[config.mk]
export PLATFORM = sky130hd
export DESIGN_NAME = aging_address_presence_table
export DESIGN_NICKNAME = d
export VERILOG_FILES = /design/src/rtl/aapt_pkg.sv /design/src/rtl/aging_address_presence_table.sv /design/src/rtl/aapt_front.sv /design/src/rtl/aapt_engine.sv
export SDC_FILE = /design/constraint.sdc
export NUM_CORES = 2
export LEC_CHECK = 0
export BUFFER_PORTS_ARGS = -buffer_cell sky130_fd_sc_hd__clkbuf_2
export CORE_UTILIZATION = 40
export CTS_CLUSTER_SIZE = 20
export DETAILED_ROUTE_END_ITERATION = 12
export GPL_TIMING_DRIVEN = 0
export PLACE_DENSITY_LB_ADDON = 0.2
export RECOVER_POWER = 25
export REMOVE_ABC_BUFFERS = 1
export SLEW_MARGIN = 20
export SYNTH_ARGS = -nofsm -noshare
export SYNTH_HDL_FRONTEND = slang
export SYNTH_SLANG_ARGS = --single-unit
export TNS_END_PERCENT = 5
[constraint.sdc]
create_clock -name clk -period 17.9 [get_ports clk]
set_clock_uncertainty 0.15 [all_clocks]
set_input_delay 0 -clock clk [delete_from_list [all_inputs] [get_ports clk]]
set_output_delay 0 -clock clk [all_outputs]
set_load 0.02 [all_outputs]
[src/rtl/aapt_pkg.sv]
// shared types, constants and status codes of the aging address presence table
package aapt_pkg;

  // table geometry and field widths
  localparam int TABLE_ENTRIES_DEF = 64;
  localparam int ADDR_W            = 48;
  localparam int LIFE_W            = 8;
  localparam int CNT_W             = 7;
  localparam int CNT_SAT           = 127;

  // configuration register
  localparam logic [LIFE_W-1:0] LIFE_TICKS_RESET = 8'd60;
  localparam logic              REG_LIFE_TICKS   = 1'b0;

  // item kinds
  localparam logic FUNC_SIGHT = 1'b0;
  localparam logic FUNC_TICK  = 1'b1;

  // result status codes
  localparam logic [1:0] ST_REFRESHED = 2'd0;
  localparam logic [1:0] ST_INSERTED  = 2'd1;
  localparam logic [1:0] ST_DROPPED   = 2'd2;
  localparam logic [1:0] ST_TICK      = 2'd3;

  // input word
  typedef struct packed {
    logic              func;
    logic [ADDR_W-1:0] address;
  } item_t;

  // output word
  typedef struct packed {
    logic [1:0]       status;
    logic [CNT_W-1:0] live_count;
  } result_t;

  // classified command handed from front to engine
  typedef struct packed {
    logic              is_tick;
    logic [ADDR_W-1:0] address;
  } cmd_t;

endpackage

[src/rtl/aging_address_presence_table.sv]
// Aging address presence table. Each item passes through the engine as a start,
// one table read per entry through the single registered read port of the
// address and life tables, an evaluation of the last entry and a write-back
// that loads the result register, which holds a finished word until it is
// taken; the write-back waits for that. A two-entry queue in front keeps
// accepting words while a command is scanned and it has room. life_ticks sits
// at byte address 0 of the APB-style port and reads back its value.
module aging_address_presence_table #(
  parameter int TABLE_ENTRIES = aapt_pkg::TABLE_ENTRIES_DEF
) (
  input  logic              clk,
  input  logic              rst,
  input  aapt_pkg::item_t   item,
  input  logic              item_valid,
  output logic              item_ready,
  output aapt_pkg::result_t result,
  output logic              result_valid,
  input  logic              result_ready,
  input  logic              psel,
  input  logic              penable,
  input  logic              pwrite,
  input  logic [2:0]        paddr,
  input  logic [31:0]       pwdata,
  output logic [31:0]       prdata,
  output logic              pready
);

  localparam int CNT_MAX_I = (TABLE_ENTRIES < aapt_pkg::CNT_SAT) ? TABLE_ENTRIES
                                                                  : aapt_pkg::CNT_SAT;
  localparam logic [aapt_pkg::CNT_W-1:0] CNT_MAX = aapt_pkg::CNT_W'(CNT_MAX_I);

  logic [aapt_pkg::LIFE_W-1:0] life_ticks;
  aapt_pkg::cmd_t              cmd;
  logic                        cmd_valid;
  logic                        cmd_pop;
  logic                        reg_sel;

  // configuration register
  assign pready  = 1'b1;
  assign reg_sel = (paddr[2] == aapt_pkg::REG_LIFE_TICKS);
  assign prdata  = reg_sel ? {24'd0, life_ticks} : 32'd0;

  always_ff @(posedge clk) begin
    if (rst) begin
      life_ticks <= aapt_pkg::LIFE_TICKS_RESET;
    end else if (psel && penable && pwrite && pready && reg_sel) begin
      life_ticks <= pwdata[aapt_pkg::LIFE_W-1:0];
    end
  end

  // front end queue
  aapt_front u_front (
    .clk        (clk),
    .rst        (rst),
    .item       (item),
    .item_valid (item_valid),
    .item_ready (item_ready),
    .cmd        (cmd),
    .cmd_valid  (cmd_valid),
    .cmd_pop    (cmd_pop)
  );

  // table engine
  aapt_engine #(
    .TABLE_ENTRIES (TABLE_ENTRIES)
  ) u_engine (
    .clk          (clk),
    .rst          (rst),
    .life_ticks   (life_ticks),
    .cmd          (cmd),
    .cmd_valid    (cmd_valid),
    .cmd_pop      (cmd_pop),
    .result       (result),
    .result_valid (result_valid),
    .result_ready (result_ready)
  );

`ifndef NO_ASSERTIONS
  // sightings never report a count
  a_count_only_on_tick: assert property (@(posedge clk) disable iff (rst)
    result_valid && result.status != aapt_pkg::ST_TICK |-> result.live_count == '0)
    else $error("live count on a sighting result");

  // live count bounded by the table size
  a_count_bound: assert property (@(posedge clk) disable iff (rst)
    result_valid |-> result.live_count <= CNT_MAX)
    else $error("live count above table size");

  // no result right after reset
  a_reset_quiet: assert property (@(posedge clk)
    $past(rst) |-> !result_valid)
    else $error("result valid after reset");
`endif

endmodule

[src/rtl/aapt_front.sv]
// front end: accepts input words, classifies them and queues commands
module aapt_front (
  input  logic           clk,
  input  logic           rst,
  input  aapt_pkg::item_t item,
  input  logic           item_valid,
  output logic           item_ready,
  output aapt_pkg::cmd_t cmd,
  output logic           cmd_valid,
  input  logic           cmd_pop
);

  aapt_pkg::cmd_t slots [2];
  logic           wr_ptr;
  logic           rd_ptr;
  logic [1:0]     count;
  logic           push;
  logic           pop;
  aapt_pkg::cmd_t cmd_in;

  // classify the incoming word
  always_comb begin
    cmd_in.is_tick = (item.func == aapt_pkg::FUNC_TICK);
    cmd_in.address = item.address;
  end

  assign item_ready = (count != 2'd2);
  assign cmd_valid  = (count != 2'd0);
  assign cmd        = slots[rd_ptr];
  assign push       = item_valid && item_ready;
  assign pop        = cmd_pop && cmd_valid;

  // two-entry queue control
  always_ff @(posedge clk) begin
    if (rst) begin
      wr_ptr <= 1'b0;
      rd_ptr <= 1'b0;
      count  <= 2'd0;
    end else begin
      if (push) wr_ptr <= ~wr_ptr;
      if (pop) rd_ptr <= ~rd_ptr;
      case ({push, pop})
        2'b10:   count <= count + 2'd1;
        2'b01:   count <= count - 2'd1;
        default: count <= count;
      endcase
    end
  end

  // queue payload
  always_ff @(posedge clk) begin
    if (push) slots[wr_ptr] <= cmd_in;
  end

endmodule

[src/rtl/aapt_engine.sv]
// back end: scans the address and life tables and produces one result per command
module aapt_engine #(
  parameter int TABLE_ENTRIES = aapt_pkg::TABLE_ENTRIES_DEF
) (
  input  logic                          clk,
  input  logic                          rst,
  input  logic [aapt_pkg::LIFE_W-1:0]   life_ticks,
  input  aapt_pkg::cmd_t                cmd,
  input  logic                          cmd_valid,
  output logic                          cmd_pop,
  output aapt_pkg::result_t             result,
  output logic                          result_valid,
  input  logic                          result_ready
);

  localparam int IDX_W = (TABLE_ENTRIES > 1) ? $clog2(TABLE_ENTRIES) : 1;
  localparam logic [IDX_W-1:0] LAST_IDX = IDX_W'(TABLE_ENTRIES - 1);
  localparam logic [aapt_pkg::CNT_W-1:0] CNT_SAT = aapt_pkg::CNT_W'(aapt_pkg::CNT_SAT);

  typedef enum logic [1:0] {S_IDLE, S_SCAN, S_DONE} state_t;

  // tables
  logic [aapt_pkg::ADDR_W-1:0] addr_mem [TABLE_ENTRIES];
  logic [aapt_pkg::LIFE_W-1:0] life_mem [TABLE_ENTRIES];
  logic [TABLE_ENTRIES-1:0]    written;

  state_t                      state;
  aapt_pkg::cmd_t              cur;
  logic [IDX_W-1:0]            rd_idx;
  logic                        rd_act;
  logic                        p_vld;
  logic [IDX_W-1:0]            p_idx;
  logic                        p_last;
  logic [aapt_pkg::ADDR_W-1:0] addr_q;
  logic [aapt_pkg::LIFE_W-1:0] life_q;
  logic                        wbit_q;
  logic                        hit;
  logic [IDX_W-1:0]            hit_idx;
  logic                        have_free;
  logic [IDX_W-1:0]            free_idx;
  logic [aapt_pkg::CNT_W-1:0]  live_cnt;

  logic [aapt_pkg::LIFE_W-1:0] life_eff;
  logic [aapt_pkg::LIFE_W-1:0] life_dec;
  logic                        finish;
  logic                        lw_en;
  logic [IDX_W-1:0]            lw_idx;
  logic [aapt_pkg::LIFE_W-1:0] lw_data;
  logic                        aw_en;
  logic [aapt_pkg::LIFE_W-1:0] unused_life;

  // an entry never written since reset reads as a dead slot
  assign life_eff    = wbit_q ? life_q : '0;
  assign life_dec    = life_eff - aapt_pkg::LIFE_W'(1);
  assign finish      = (state == S_DONE) && (!result_valid || result_ready);
  assign cmd_pop     = (state == S_IDLE) && cmd_valid;
  assign unused_life = '0;

  // table write selection: decrement during a tick scan, load at sighting end
  always_comb begin
    lw_en   = 1'b0;
    lw_idx  = p_idx;
    lw_data = life_dec;
    aw_en   = 1'b0;
    if (state == S_SCAN && p_vld && cur.is_tick && life_eff != unused_life) begin
      lw_en = 1'b1;
    end else if (finish && !cur.is_tick) begin
      lw_data = life_ticks;
      if (hit) begin
        lw_en  = 1'b1;
        lw_idx = hit_idx;
      end else if (have_free) begin
        lw_en  = 1'b1;
        lw_idx = free_idx;
        aw_en  = 1'b1;
      end
    end
  end

  // table read port, registered
  always_ff @(posedge clk) begin
    addr_q <= addr_mem[rd_idx];
    life_q <= life_mem[rd_idx];
  end

  // table write port
  always_ff @(posedge clk) begin
    if (lw_en) life_mem[lw_idx] <= lw_data;
    if (aw_en) addr_mem[lw_idx] <= cur.address;
  end

  // per-entry written flags
  always_ff @(posedge clk) begin
    if (rst) begin
      written <= '0;
      wbit_q  <= 1'b0;
    end else begin
      wbit_q <= written[rd_idx];
      if (lw_en) written[lw_idx] <= 1'b1;
    end
  end

  // scan sequencer and result register
  always_ff @(posedge clk) begin
    if (rst) begin
      state        <= S_IDLE;
      rd_act       <= 1'b0;
      p_vld        <= 1'b0;
      result_valid <= 1'b0;
      rd_idx       <= '0;
    end else begin
      // result register handshake
      if (finish) begin
        result_valid <= 1'b1;
      end else if (result_ready) begin
        result_valid <= 1'b0;
      end
      unique case (state)
        S_IDLE: begin
          p_vld <= 1'b0;
          if (cmd_valid) begin
            cur       <= cmd;
            rd_idx    <= '0;
            rd_act    <= 1'b1;
            hit       <= 1'b0;
            have_free <= 1'b0;
            live_cnt  <= '0;
            state     <= S_SCAN;
          end
        end
        S_SCAN: begin
          // issue one read per cycle
          p_vld  <= rd_act;
          p_idx  <= rd_idx;
          p_last <= (rd_idx == LAST_IDX);
          if (rd_act) begin
            if (rd_idx == LAST_IDX) rd_act <= 1'b0;
            else rd_idx <= rd_idx + IDX_W'(1);
          end
          // evaluate the entry read last cycle
          if (p_vld) begin
            if (cur.is_tick) begin
              if (life_eff != unused_life && life_dec != unused_life
                  && live_cnt < CNT_SAT) begin
                live_cnt <= live_cnt + aapt_pkg::CNT_W'(1);
              end
            end else if (life_eff == unused_life) begin
              have_free <= 1'b1;
              free_idx  <= p_idx;
            end else if (addr_q == cur.address && !hit) begin
              hit     <= 1'b1;
              hit_idx <= p_idx;
            end
            if (p_last) state <= S_DONE;
          end
        end
        S_DONE: begin
          p_vld <= 1'b0;
          if (finish) begin
            if (cur.is_tick) begin
              result.status     <= aapt_pkg::ST_TICK;
              result.live_count <= live_cnt;
            end else begin
              result.live_count <= '0;
              if (hit) result.status <= aapt_pkg::ST_REFRESHED;
              else if (have_free) result.status <= aapt_pkg::ST_INSERTED;
              else result.status <= aapt_pkg::ST_DROPPED;
            end
            state <= S_IDLE;
          end
        end
        default: state <= S_IDLE;
      endcase
    end
  end

endmodule

; ---- Word-level counts from Yosys, hierarchy flattened
; Memories as Yosys holds them, arrays and structs flattened. A register that Yosys moved wholly into a read port is not among the register bits.
; Cells that the tools add are included.
[op_classes]
bitwise_logic = 7
div_mod_pow = 0
n_mux = 59
eq_ne = 19
magnitude_cmp = 4
reduce_logical = 40
shift = 0
add_sub_neg = 5
n_mul = 0
[ops]
columns = operator, count
row1 = $or A64 B64 Y64, 1
row2 = $eq A48 B48 Y1, 1
row3 = $mux W6, 7
row4 = $mux W8, 4
row5 = $mux W1, 28
row6 = $mux W7, 4
row7 = $reduce_and A6 Y1, 3
row8 = $reduce_bool A8 Y1, 2
row9 = $logic_and A1 B1 Y1, 15
row10 = $lt A6 B7 Y1 const B, 2
row11 = $ne A2 B2 Y1 const B, 7
row12 = $pmux W7 S2, 1
row13 = $mux W2, 6
row14 = $ne A2 B1 Y1 const B, 6
row15 = $pmux W6 S2, 1
row16 = $reduce_bool A2 Y1, 5
row17 = $logic_not A8 Y1, 1
row18 = $pmux W1 S2, 4
row19 = $reduce_and A4 Y1, 2
row20 = $sub A8 B1 Y8 const B, 1
row21 = $add A7 B1 Y7 const B, 1
row22 = $lt A7 B7 Y1 const B, 1
row23 = $reduce_and A7 Y1, 1
row24 = $add A6 B1 Y6 const B, 1
row25 = 18 further kinds, 29
[totals]
rom_bits = 0
wordCells = 157
latchBits = 0
memories = 3
regBits = 125
ram_bits = 3682
in_bits = 91
[memory_table]
columns = name, depth, word_bits, rd, rd_ports_with_merged_regs, wr, line_no
row1 = u_engine.addr_mem, 64, 48, 1, 1, 1, aapt_engine.sv:23  ; logic [aapt_pkg::ADDR_W-1:0] addr_mem [TABLE_ENTRIES];
row2 = u_engine.life_mem, 64, 8, 1, 1, 1, aapt_engine.sv:24  ; logic [aapt_pkg::LIFE_W-1:0] life_mem [TABLE_ENTRIES];
row3 = u_front.slots, 2, 49, 1, 1, 1, aapt_front.sv:13  ; aapt_pkg::cmd_t slots [2];

; ---- Depth between registers and ports, before layout
[logic_depth]
depth_word = 11
depth_mapped = 11

; ---- Cells and area by module
; From an unflattened synthesis, not the netlist that was laid out.
[hier_totals]
hier_cells = 6926
hier_area_um2 = 149574.7
[by_module_without_submodules]
columns = mod, cells_per_inst, area_per_inst_um2, instances, seq_area_each_um2
row1 = aapt_engine, 6680, 145219.3, 1, 112848.2
row2 = aapt_front, 176, 3744.8, 1, 3042.9
row3 = aging_address_presence_table, 70, 610.6, 1, 160.2

; ---- Worst setup path before layout
; Ideal clock, no wire load.
[synth_timing]
path_type = reg2reg
start = register u_engine.result_valid
end = memory u_engine.addr_mem[45][0] in the netlist's numbering (enable)
required_time_ns = 17.237
setup_ns = 0.513
arrival_time_ns = 5.143
stages_incl_launch_ff = 9
path_slack_ns = 12.095
path_cell_list = dfxtp_1 -> and2b_1 -> nor3_2 -> buf_6 -> o221ai_1 -> buf_2 -> nand2_2 -> clkbuf_1 -> nor3_1
[synth_between]
elab_chain_cells = 8
elab_cells_between_ends = 10
[synth_lines]
columns = element, line_no
row1 = start: declaration, aapt_engine.sv:12  ; output logic result_valid,
row2 = start signal: assignment, aapt_engine.sv:109  ; result_valid <= 1'b0;
row3 = start signal: assignment, aapt_engine.sv:114  ; result_valid <= 1'b1;
row4 = start signal: assignment, aapt_engine.sv:116  ; result_valid <= 1'b0;
row5 = $logic_not A1 Y1 (*), aapt_engine.sv:55  ; assign finish = (state == S_DONE) && (!result_valid || result_ready);
row6 = $logic_or A1 B1 Y1 (*), aapt_engine.sv:55
row7 = $logic_and A1 B1 Y1 (*), aapt_engine.sv:55
row8 = $logic_and A1 B1 Y1 (*), aapt_engine.sv:67  ; end else if (finish && !cur.is_tick) begin
row9 = $mux W1, aapt_engine.sv:67
row10 = $mux W1, aapt_engine.sv:65  ; if (state == S_SCAN && p_vld && cur.is_tick && life_eff != unused_life) begin
row11 = $mux W1, aapt_engine.sv:89  ; if (aw_en) addr_mem[lw_idx] <= cur.address;
row12 = $mux W1 (not written as such), aapt_engine.sv:89
row13 = end: declaration, aapt_engine.sv:23
; Every way passes the cells marked *; elsewhere a longest branch is shown, timed or not.

; ---- Worst setup path in the final report
[layout_timing]
start = register u_engine.state[0]
end = memory u_engine.addr_mem[58][21] in the netlist's numbering (enable)
[layout_between]
elab_chain_cells = 7
elab_cells_between_ends = 13
[layout_lines]
columns = element, line_no
row1 = start: declaration, aapt_engine.sv:27  ; state_t state;
row2 = start signal: assignment, aapt_engine.sv:106  ; state <= S_IDLE;
row3 = start signal: assignment, aapt_engine.sv:128  ; state <= S_SCAN;
row4 = start signal: assignment, aapt_engine.sv:154  ; if (p_last) state <= S_DONE;
row5 = $eq A2 B2 Y1 / $eq A2 B1 Y1 (equally long branches), "aapt_engine.sv:55, aapt_engine.sv:65"
row6 = "$logic_and A1 B1 Y1, on equally long branches", "aapt_engine.sv:55, aapt_engine.sv:65"
row7 = "$logic_and A1 B1 Y1, on equally long branches", "aapt_engine.sv:67, aapt_engine.sv:65"
row8 = $mux W1 / $logic_and A1 B1 Y1 (equally long branches), "aapt_engine.sv:67, aapt_engine.sv:65"
row9 = $mux W1, aapt_engine.sv:65
row10 = $mux W1, aapt_engine.sv:89
row11 = $mux W1 (not written as such), aapt_engine.sv:89
; Parallel ways exist; a longest one is shown, timed or not.

==> results.toml <==
[timing]
fin_ws_ns = 11.50
fmax_ghz = 0.156
finalHoldViolations = 0
setup_viol_count_final = 0
fin_tns_setup_ns = 0
tightestPinTransition_ns = 2.00
post-route-min-period_ns = 6.40
drv_slew = 38
period_share_pct = 35.7
relSlewSlack_pct = -33.3
rsz0062_at_grt = "no"
hold_ws_ns = 0.134

[logic_synthesis]
synth_area_mm2 = 0.149
avgSynthCellArea_um2 = 22.2
synth.distinct_cells = 77
yosysTopAreaCell = "edfxtp_1"
synth_seq_cells = 3912
yosysSeqAreaShare_pct = 77.6
synth_edf_count = 3768
synth_top_area_share_pct = 75.7
muxShareOfSynthArea_pct = 16.2
synth_warnings = 0
syn_inst = 6747
synth_compound_area_share_pct = 2.44
synth_top_family_by_area = "multiplexers"
synth-xor-area-share_pct = 0.293
synth.top_cells.by_area = "edfxtp_1 (76%), mux4_2 (14%), dfxtp_1 (1.9%)"
synth_ff_type = "edfxtp_1"
async_flop_share_pct = 0
synthSimpleGateAreaFrac_pct = 1.84
synth-adder-area-share_pct = 0.0502

[setup_path]
start_kind = "flop"
cp-end-kind = "flop"
r2r_end = "u_engine.addr_mem[58][21]$_DFFE_PP_"
worst_ep_required_time_ns = 18.43
timing.rr.start = "u_engine.state[0]$_SDFFE_PP0P_"
critPathKind = "flop to flop"
r2r_setup_slack_ns = 11.50
startpoint = "u_engine.state[0]$_SDFFE_PP0P_"
crit_arrival_ns = 6.92
reg2reg_depth = 11
crit_end = "u_engine.addr_mem[58][21]$_DFFE_PP_"
worstPathMaxFanout = 15

[final_layout]
syn_to_final_growth_pct = 20.1
n_fill_cell = 30100
layout-drive-gt1-share_pct = 29.5
fin_util_pct = 48.2
final_common_cell = "edfxtp_1"
final_cells = 12900
most-common-layout-cells = "edfxtp_1 (3768), mux4_2 (961), clkbuf_16 (412)"
final_nets = 7660
final_cell_area_mm2 = 0.180

[clock_tree]
clk_pin_slew_worst_paths_ns = 0.06
cts_root_buf = "clkbuf_16"
clk_path_buf_depth = 4
cts-resized-gates = 0
cts_buffers = 406
cts_tree = "yes"
htreeDepth = 5
clock_sinks = 3912
clock_latency_ns = 0.97

[status]
status = "complete, but fails checks"
violations = "design-rule violations, max-capacitance violations, max-slew violations"

[floorplan]
die_w_um = 613
dieArea_mm2 = 0.376
pin_count = 135
rows = 224
coreArea_mm2 = 0.372
die_height_um = 613
start_util_pct = 40.2

[hold_path]
hp-class = "input pin to flop"
hp-start = "rst"

[placed_design]
placed_cell_area_mm2 = 0.166
placedCellCount = 12000
portBuffers = 83
dp_slack_ns = 11.66
globalplace.congestion = 0.811
place_hpwl_um = 287000

[route]
vias = 75400
top_layer = "met5"
vias_per_cell = 5.85
wl_per_cell_um = 33.4
drt_drc_violations_left = 48
ant_nets = 0
drtIter0Drc = 9216
dr.pass1.iters = 12
routed_wl_um = 431000
dr_wl_met3_um = 36000
dr_wl_met2_um = 202000
wl_met1_um = 176000

[global_route]
grt_pass1_wl_um = 599000
grt_max_degree = 121
grt_pass1_vias = 76100
grt.total_usage_pct = 22.8
grt_overflow = 0
antenna_found_initial = 13

[power]
power_density_mw_per_mm2 = 115
p_leak_nw = 54.9
p_total_mw = 20.6
vdd.ir_drop.worst_mv = 0.0839

[run]
cap_violations = 2
-- worst min-delay path by stage --
stage	to	cells past startpoint	slack, ns
after floorplan	life_ticks[0]$_SDFFE_PP0P_	1	-0.08
after global placement	u_front.slots[0][17]$_DFFE_PP_	1	0.04
after detailed placement	u_front.slots[0][38]$_DFFE_PP_	1	0.04
after CTS	u_front.slots[1][8]$_DFFE_PP_	3	0.07
after global routing	u_front.slots[0][35]$_DFFE_PP_	3	0.14
final	u_engine.written[35]$_SDFFE_PP0N_	3	0.13
-- layout make-up --
type / instances / area, um^2 / share of cell area, %
Tap cell: 4972 / 6220 / 3.47
Timing Repair Buffer: 776 / 11800 / 6.57
Antenna cell: 5 / 12.5 / 0.00697
Clock inverter: 262 / 2310 / 1.29
Multi-Input combinational cell: 2399 / 32200 / 17.9
Inverter: 68 / 268 / 0.149
Sequential cell: 3912 / 116000 / 64.6
Clock buffer: 495 / 10700 / 5.94
-- routing by layer --
| metal | vias up | GRT usage (%) |
|---|---|---|
| li1 | 30200 | - |
| met1 | 40900 | 32.1 |
| met2 | 3472 | 35.8 |
| met3 | 767 | 4.20 |
| met4 | 2 | 7.75 |
| met5 | - | 0 |
-- cell families (layout without fill, tap and decap cells) --
kind of cell	after synthesis	after routing
buf+inv	459	1601
flops	3912	3912
fa+ha+maj	6	6
mux	1214	1214
simple gates	573	573
other cells	2	30
compound gates	531	531
xor+xnor	50	50
-- Yosys cell counts (13+ instances only) --
cell and count:
dfxtp_1 144, a22oi_1 68, clkbuf_1 149, o41ai_1 14, buf_4 75, nand2_1 144
buf_2 122, buf_1 27, o21ai_0 43, buf_6 18, mux2_2 50, a21oi_1 68
o22ai_1 92, o32ai_1 16, o211ai_1 21, nor2b_1 23, a211oi_1 13, inv_1 63
nor3_1 52, edfxtp_1 3768, o21ai_1 58, xor2_1 25, a221oi_1 27, a2111oi_0 17
mux4_2 961, nor4_1 15, or3_1 14, nand3_1 37, and2_1 13, nand2b_1 34
xnor2_1 25, mux2i_1 203, nand4_1 30, o221ai_1 15, nor2_1 175
-- state kept, by name (all words and copies together), names as in the netlist, 6 cells and up --
name,flops
u_engine.addr_q,48
life_ticks,8
u_engine.free_idx,6
u_engine.cur,49
u_engine.live_cnt,7
u_engine.rd_idx,6
u_front.slots,98
u_engine.life_q,8
u_engine.result,9
u_engine.p_idx,6
u_engine.life_mem,512
u_engine.hit_idx,6
u_engine.addr_mem,3072
u_engine.written,64
-- worst max-delay path, stage by stage (launching register included) --
cell,delay (ns)
dfxtp_1,0.37
nand2b_1,0.57
nor3_4,0.86
o22ai_1,0.21
nor2_2,0.80
nand4_1,0.88
nor3_2,1.11
buf_4,0.35
buf_6,0.17
buf_4,0.21
buf_6,0.17
buf_4,0.20
-- what timing repair did --
item	4_1_cts	5_1_grt
hold buffers	136	0
endpoints found under the hold margin	254	0
setup buffers	0	0
-- where the power goes --
part,total (mW),switching (mW),internal [mW]
sequential,10.7,0.144,10.5
combinational,1.67,1.01,0.652
clock,8.26,3.56,4.70
(Power assumes the default switching activity.)
